$ cat src/rtl/core/nws_pkg.sv
// shared types and constants of the nearest waypoint search unit
// no dependencies
package nws_pkg;

    localparam int POS_W           = 20;
    localparam int YAW_W           = 16;
    localparam int SQ_W            = 40;
    localparam int DIST_W          = 42;
    localparam int NEAREST_INDEX_W = 7;

    // 1000.0 square metres in Q20
    localparam logic [DIST_W-1:0] SEARCH_LIMIT_RESET = 42'd1048576000;

    typedef enum logic [1:0] {
        OP_CLEAR  = 2'd0,
        OP_APPEND = 2'd1,
        OP_QUERY  = 2'd2
    } opcode_t;

    typedef enum logic [1:0] {
        ST_IDLE,
        ST_SCAN,
        ST_RESULT
    } state_t;

    typedef struct packed {
        logic signed [POS_W-1:0] x;
        logic signed [POS_W-1:0] y;
        logic signed [YAW_W-1:0] yaw;
    } wp_entry_t;

    typedef struct packed {
        logic                    vld;   // sq_dist and yaw are valid this cycle
        logic                    busy;  // some entry still in the pipe
        logic [DIST_W-1:0]       sq_dist;
        logic signed [YAW_W-1:0] yaw;
    } dist_res_t;

endpackage

$ cat src/rtl/core/nws_dist_pipe.sv
// two-stage squared distance pipe: abs differences, then squares
// depends on nws_pkg
module nws_dist_pipe (
    input  logic                             aclk,
    input  logic                             aresetn,
    input  logic                             in_vld,
    input  nws_pkg::wp_entry_t               entry,
    input  logic signed [nws_pkg::POS_W-1:0] qx,
    input  logic signed [nws_pkg::POS_W-1:0] qy,
    output nws_pkg::dist_res_t               res
);

    localparam int PW = nws_pkg::POS_W;

    logic signed [PW:0]   dx, dy;
    logic [PW-1:0]        adx, ady;
    logic [PW-1:0]        adx_reg, ady_reg;
    logic signed [nws_pkg::YAW_W-1:0] yaw_a_reg, yaw_b_reg;
    logic                 vld_a_reg, vld_b_reg;
    logic [nws_pkg::SQ_W-1:0] sqx_reg, sqy_reg;

    // differences need one extra bit, magnitudes fit back in PW bits
    always_comb begin
        dx  = {entry.x[PW-1], entry.x} - {qx[PW-1], qx};
        dy  = {entry.y[PW-1], entry.y} - {qy[PW-1], qy};
        adx = dx[PW] ? PW'(-dx) : dx[PW-1:0];
        ady = dy[PW] ? PW'(-dy) : dy[PW-1:0];
    end

    always_ff @(posedge aclk) begin
        if (!aresetn) begin
            vld_a_reg <= 1'b0;
            vld_b_reg <= 1'b0;
        end else begin
            vld_a_reg <= in_vld;
            vld_b_reg <= vld_a_reg;
        end
    end

    always_ff @(posedge aclk) begin
        adx_reg   <= adx;
        ady_reg   <= ady;
        yaw_a_reg <= entry.yaw;
        sqx_reg   <= adx_reg * adx_reg;
        sqy_reg   <= ady_reg * ady_reg;
        yaw_b_reg <= yaw_a_reg;
    end

    always_comb begin
        res.vld     = vld_b_reg;
        res.busy    = vld_a_reg | vld_b_reg;
        res.sq_dist = nws_pkg::DIST_W'(sqx_reg) + nws_pkg::DIST_W'(sqy_reg);
        res.yaw     = yaw_b_reg;
    end

endmodule

$ cat config.mk
export PLATFORM = sky130hd
export DESIGN_NAME = nws_dist_pipe
export DESIGN_NICKNAME = d
export VERILOG_FILES = /design/src/rtl/core/nws_pkg.sv /design/src/rtl/core/nws_dist_pipe.sv
export SDC_FILE = /design/constraint.sdc
export NUM_CORES = 2
export LEC_CHECK = 0
export BUFFER_PORTS_ARGS = -buffer_cell sky130_fd_sc_hd__buf_4
export CORE_MARGIN = 2
export CORE_UTILIZATION = 50
export CTS_CLUSTER_DIAMETER = 80
export DETAILED_ROUTE_END_ITERATION = 7
export PLACE_DENSITY = 0.75
export SETUP_SLACK_MARGIN = 0.05
export SYNTH_ARGS = -nofsm -noshare
export SYNTH_HDL_FRONTEND = slang
export SYNTH_SLANG_ARGS = --single-unit
$ cat constraint.sdc
create_clock -name aclk -period 8.9 [get_ports aclk]
set_clock_uncertainty 0.2 [all_clocks]
set_input_delay 0.89 -clock aclk [delete_from_list [all_inputs] [get_ports aclk]]
set_output_delay 0.89 -clock aclk [all_outputs]
set_load 0.02 [all_outputs]
### Word level (Yosys, flattened, before mapping)

Index checks and enable logic that the tools add are counted.

| cells by class | value |
|---|---|
| add/sub/neg operators | 5 |
| $mul | 2 |
| multiplexer cells | 2 |
| bitwise operators | 1 |

Operators with widths:

| operator | count |
|---|---|
| $mul 20x20->40 | 2 |
| $sub 20x20->21 | 2 |
| $add 40x40->41 | 1 |
| $mux 20 | 2 |
| $neg 20->20 | 2 |
| $or 1x1->1 | 1 |

| word-level totals | value |
|---|---|
| register bits | 154 |
| input bits | 99 |
| output and inout port bits | 60 |
| word-level logic and storage cells | 18 |

### Longest topological paths before layout

| logic depth | value |
|---|---|
| depth after elaboration | 3 |
| mapped depth | 28 |
| mapped depth without buffers | 26 |

### Worst setup path before layout

No wires, ideal clock.

| timing path | value |
|---|---|
| kind | register -> register |
| start point | reg adx_reg[2] |
| end point | reg sqx_reg[39] in the netlist's numbering |
| setup time | 0.063 ns |
| data arrival time | 6.987 ns |
| required time | 8.637 ns |
| slack | 1.650 ns |
| stages on the path, launching flop included | 27 |
| path buffers | 2 |
| clock period less this slack | 7.250 ns |
| cell sequence | dfxtp_1 -> clkbuf_1 -> clkbuf_1 -> nand2_1 -> inv_1 -> fa_1 -> fa_1 -> inv_1 -> fa_1 -> inv_1 -> fa_1 -> fa_1 -> fa_1 -> inv_1 -> fa_1 -> inv_1 -> ha_1 -> a21oi_1 -> o21ai_0 -> a2111oi_0 -> o21ai_0 -> a31oi_1 -> o211ai_1 -> a31oi_1 -> a31oi_1 -> or4_1 -> nand3_1 |

| between the ends | value |
|---|---|
| cells in the longest elaborated chain, start to end | 1 |

RTL lines:

| item | line | source |
|---|---|---|
| start: declaration | nws_dist_pipe.sv:17 | `logic [PW-1:0] adx_reg, ady_reg;` |
| start signal: assignment | nws_dist_pipe.sv:41 | `adx_reg <= adx;` |
| $mul 20x20->40 | nws_dist_pipe.sv:44 | `sqx_reg <= adx_reg * adx_reg;` |
| end signal: assignment | nws_dist_pipe.sv:44 |  |
| end: declaration | nws_dist_pipe.sv:20 | `logic [nws_pkg::SQ_W-1:0] sqx_reg, sqy_reg;` |

No other way between the ends.
A chain may end at the register's enable or synchronous reset.

### Worst setup path after layout

Ends and elaborated chain as after synthesis.

==> reports/metrics.yaml <==
setup_path:
  critical_path.endpoint_type: "flop"
  reg2reg_slack_ns: 0.77
  startpoint_type: "flop"
  worstPathArrival_ns: 8.36
  r2r_cells: 24
  startpoint: "adx_reg[2]$_DFF_P_"
  r2r_start: "adx_reg[2]$_DFF_P_"
  crit_path_end: "sqx_reg[39]$_DFF_P_"
  r2r-end: "sqx_reg[39]$_DFF_P_"
  critPathMaxFanout: 23
  setup.worst_path.class: "reg2reg"
  crit_required_ns: 9.12
clock_tree:
  clk_latency_ns: 0.49
  numClockSinks: 152
  cts_tree: "done"
  cts-root-buf: "clkbuf_16"
  cts_buffers: 17
  clockBufferDepth: 2
  postCtsSetupRepairBufs: 0
  clk_pin_slew_ns: 0.06
  cts.hold.buffers_added: 0
  cts_resized: 0
  cts-htree-levels: 4
placement:
  placed_area_um2: 32200
  place.gp.congestion: 0.882
  io_buffer_count: 157
  hpwl_um: 51700
final_layout:
  finalInstanceArea_um2: 32700
  syn_to_final_growth_pct: 8.57
  layout.nets: 4412
  fillerInstances: 5281
  final_common_cell: "inv_1"
  drive_gt1_share_pct: 7.14
  num_antenna_cells: 0
  layout_common_cells: "743 x inv_1, 558 x fa_1, 389 x ha_1, 292 x nand2_1, 183 x buf_4"
synthesis:
  synth_edf_count: 0
  ys_seq_area_share_pct: 10.1
  ys_ff_latch: 152
  synthArstFlopShare_pct: 0
  yosysWarnings: 0
  postSynthCellCount: 3252
  avgSynthCellArea_um2: 9.27
  syn_nets: 4298
  synth.distinct_cells: 70
  ys_top_cells_by_area: "fa_1 37%, ha_1 16%, dfxtp_1 10%"
  yosys_most_used_dff: "dfxtp_1"
  syn_area_um2: 30200
  yosysTopAreaCell: "fa_1"
  synth.top_cell.area_share_pct: 37.0
sta:
  worstMarginPinSlew_ns: 1.13
  rsz0062_at_grt: "no"
  period_minus_slack_ns: 8.13
  finalCritPeriodShare_pct: 91.4
  fmax_mhz: 123
  finalSetupTns_ns: 0
  maxSlewHeadroom_pct: 24.6
  finalHoldViolCount: 0
  setup_violations: 0
  slew_viol_final: 0
grt:
  antenna_found_initial: 0
  grt_pass1_vias: 22913
  gr-total-overflow: 0
  grt_max_degree: 25
  grtUsageTotal_pct: 20.7
  grt_pass1_wl_um: 105000
floorplanning:
  fp.dieH_um: 250
  die_x_um: 250
  dieArea_um2: 62300
  num_io_pins: 159
  rows: 90
  initial_utilization_pct: 50.2
  coreArea_um2: 60000
detailed_routing:
  drtPass1Iterations: 5
  met1_length_um: 25700
  dr_wl_met3_um: 2360
  drtIter0Drc: 1070
  wl_per_cell_um: 14.5
  finalWirelength_um: 60400
  drc: 0
  route.met2.wl_um: 30900
  via_count: 21549
  drt-vias-per-instance: 5.18
  ant_nets: 0
  routed.top_layer: "met4"
run:
  maxCapViolations: 0
status:
  outcome: "complete, no violations"
worst_hold_path:
  hold_class: "reg2reg"
## cell type report
type,instances,area [um^2],share of cell area (%)
multi-input cells,2269,24000,73.2
flip-flops and latches,152,3040,9.30
inverters,743,2790,8.52
repair buffers,183,1370,4.20
well taps,782,978,2.99
clock buffers,22,494,1.51
clock inverters,8,86.3,0.264
## layer usage
metal  global-route usage, %  vias up
li1                        -    10313
met1                    26.2    10781
met2                    36.8      376
met3                    2.64       79
met4                    6.44        0
met5                       0        -
## synth_stat cells, types with 4 or more instances
cell type and instances:
inv_1 743, fa_1 558, ha_1 389, nand2_1 292, dfxtp_1 152, and2_1 151
xnor2_1 133, a21oi_1 122, nor2_1 110, clkbuf_1 80, a21o_1 75, xor2_1 72
o21ai_0 53, nor3_1 31, nor2b_1 24, o21bai_1 23, o21a_1 21, a31oi_1 20
nand2b_1 16, nand3_1 15, nand4_1 15, or2_2 13, and3_1 12, a211oi_1 10
or3_1 7, a21boi_0 6, nor4_1 6, or4_1 6, a211o_1 5, a221oi_1 5
o2111ai_1 5, o211ai_1 5, o31ai_1 5, a2111oi_0 4, a31o_2 4, o41ai_1 4
## kinds of logic after synthesis
| kind of cell | synth area share, % |
|---|---|
| compound gates | 8.72 |
| xor+xnor | 6.01 |
| fa+ha+maj | 53.3 |
| buf+inv | 10.4 |
| flops | 10.1 |
| mux | 0.145 |
| other cells | 0.0124 |
| simple gates | 11.3 |
## stage by stage
step / std cells / utilization [%] / hold slack, ns / setup WS [ns]
5_1_grt: 4159 / 54.5 / 0.132 / 0.145
3_5_place_dp: 4129 / 53.6 / 0.112 / 0.785
2_1_floorplan: 3252 / - / 0.110 / 1.65
3_3_place_gp: 4129 / 53.6 / 0.110 / 0.938
4_1_cts: 4159 / 54.5 / 0.126 / 0.786
6_report: 4159 / 54.5 / 0.125 / 0.767
## worst min-delay path by stage
stage / startpoint / end / slack [ns] / depth (start not counted)
final: yaw_a_reg[1]$_DFF_P_ / yaw_b_reg[1]$_DFF_P_ / 0.13 / 0
after global routing: yaw_a_reg[6]$_DFF_P_ / yaw_b_reg[6]$_DFF_P_ / 0.13 / 0
after CTS: yaw_a_reg[10]$_DFF_P_ / yaw_b_reg[10]$_DFF_P_ / 0.13 / 0
after detailed placement: yaw_a_reg[10]$_DFF_P_ / yaw_b_reg[10]$_DFF_P_ / 0.11 / 0
after global placement: yaw_a_reg[4]$_DFF_P_ / yaw_b_reg[4]$_DFF_P_ / 0.11 / 0
after floorplan: yaw_a_reg[0]$_DFF_P_ / yaw_b_reg[0]$_DFF_P_ / 0.11 / 0
## worst max-delay path, stage by stage (launching register included)
cell and delay [ns]:
dfxtp_1 0.94, nand2_1 0.22, inv_1 0.13, fa_1 0.44, fa_1 0.52, inv_1 0.05
fa_1 0.51, inv_1 0.06, fa_1 0.49, fa_1 0.46, fa_1 0.52, inv_1 0.05
fa_1 0.49, inv_1 0.04, ha_1 0.34, a21oi_1 0.19, o21ai_0 0.19, a2111oi_0 0.41
o21ai_0 0.24, a31oi_1 0.42, o211ai_1 0.18, a31oi_1 0.27, a31oi_1 0.19, or4_1 0.42
nand3_1 0.09
Power is left out: the tool's default activity adds up to more than one toggle a clock period on the data nets, which glitch-free logic cannot reach.
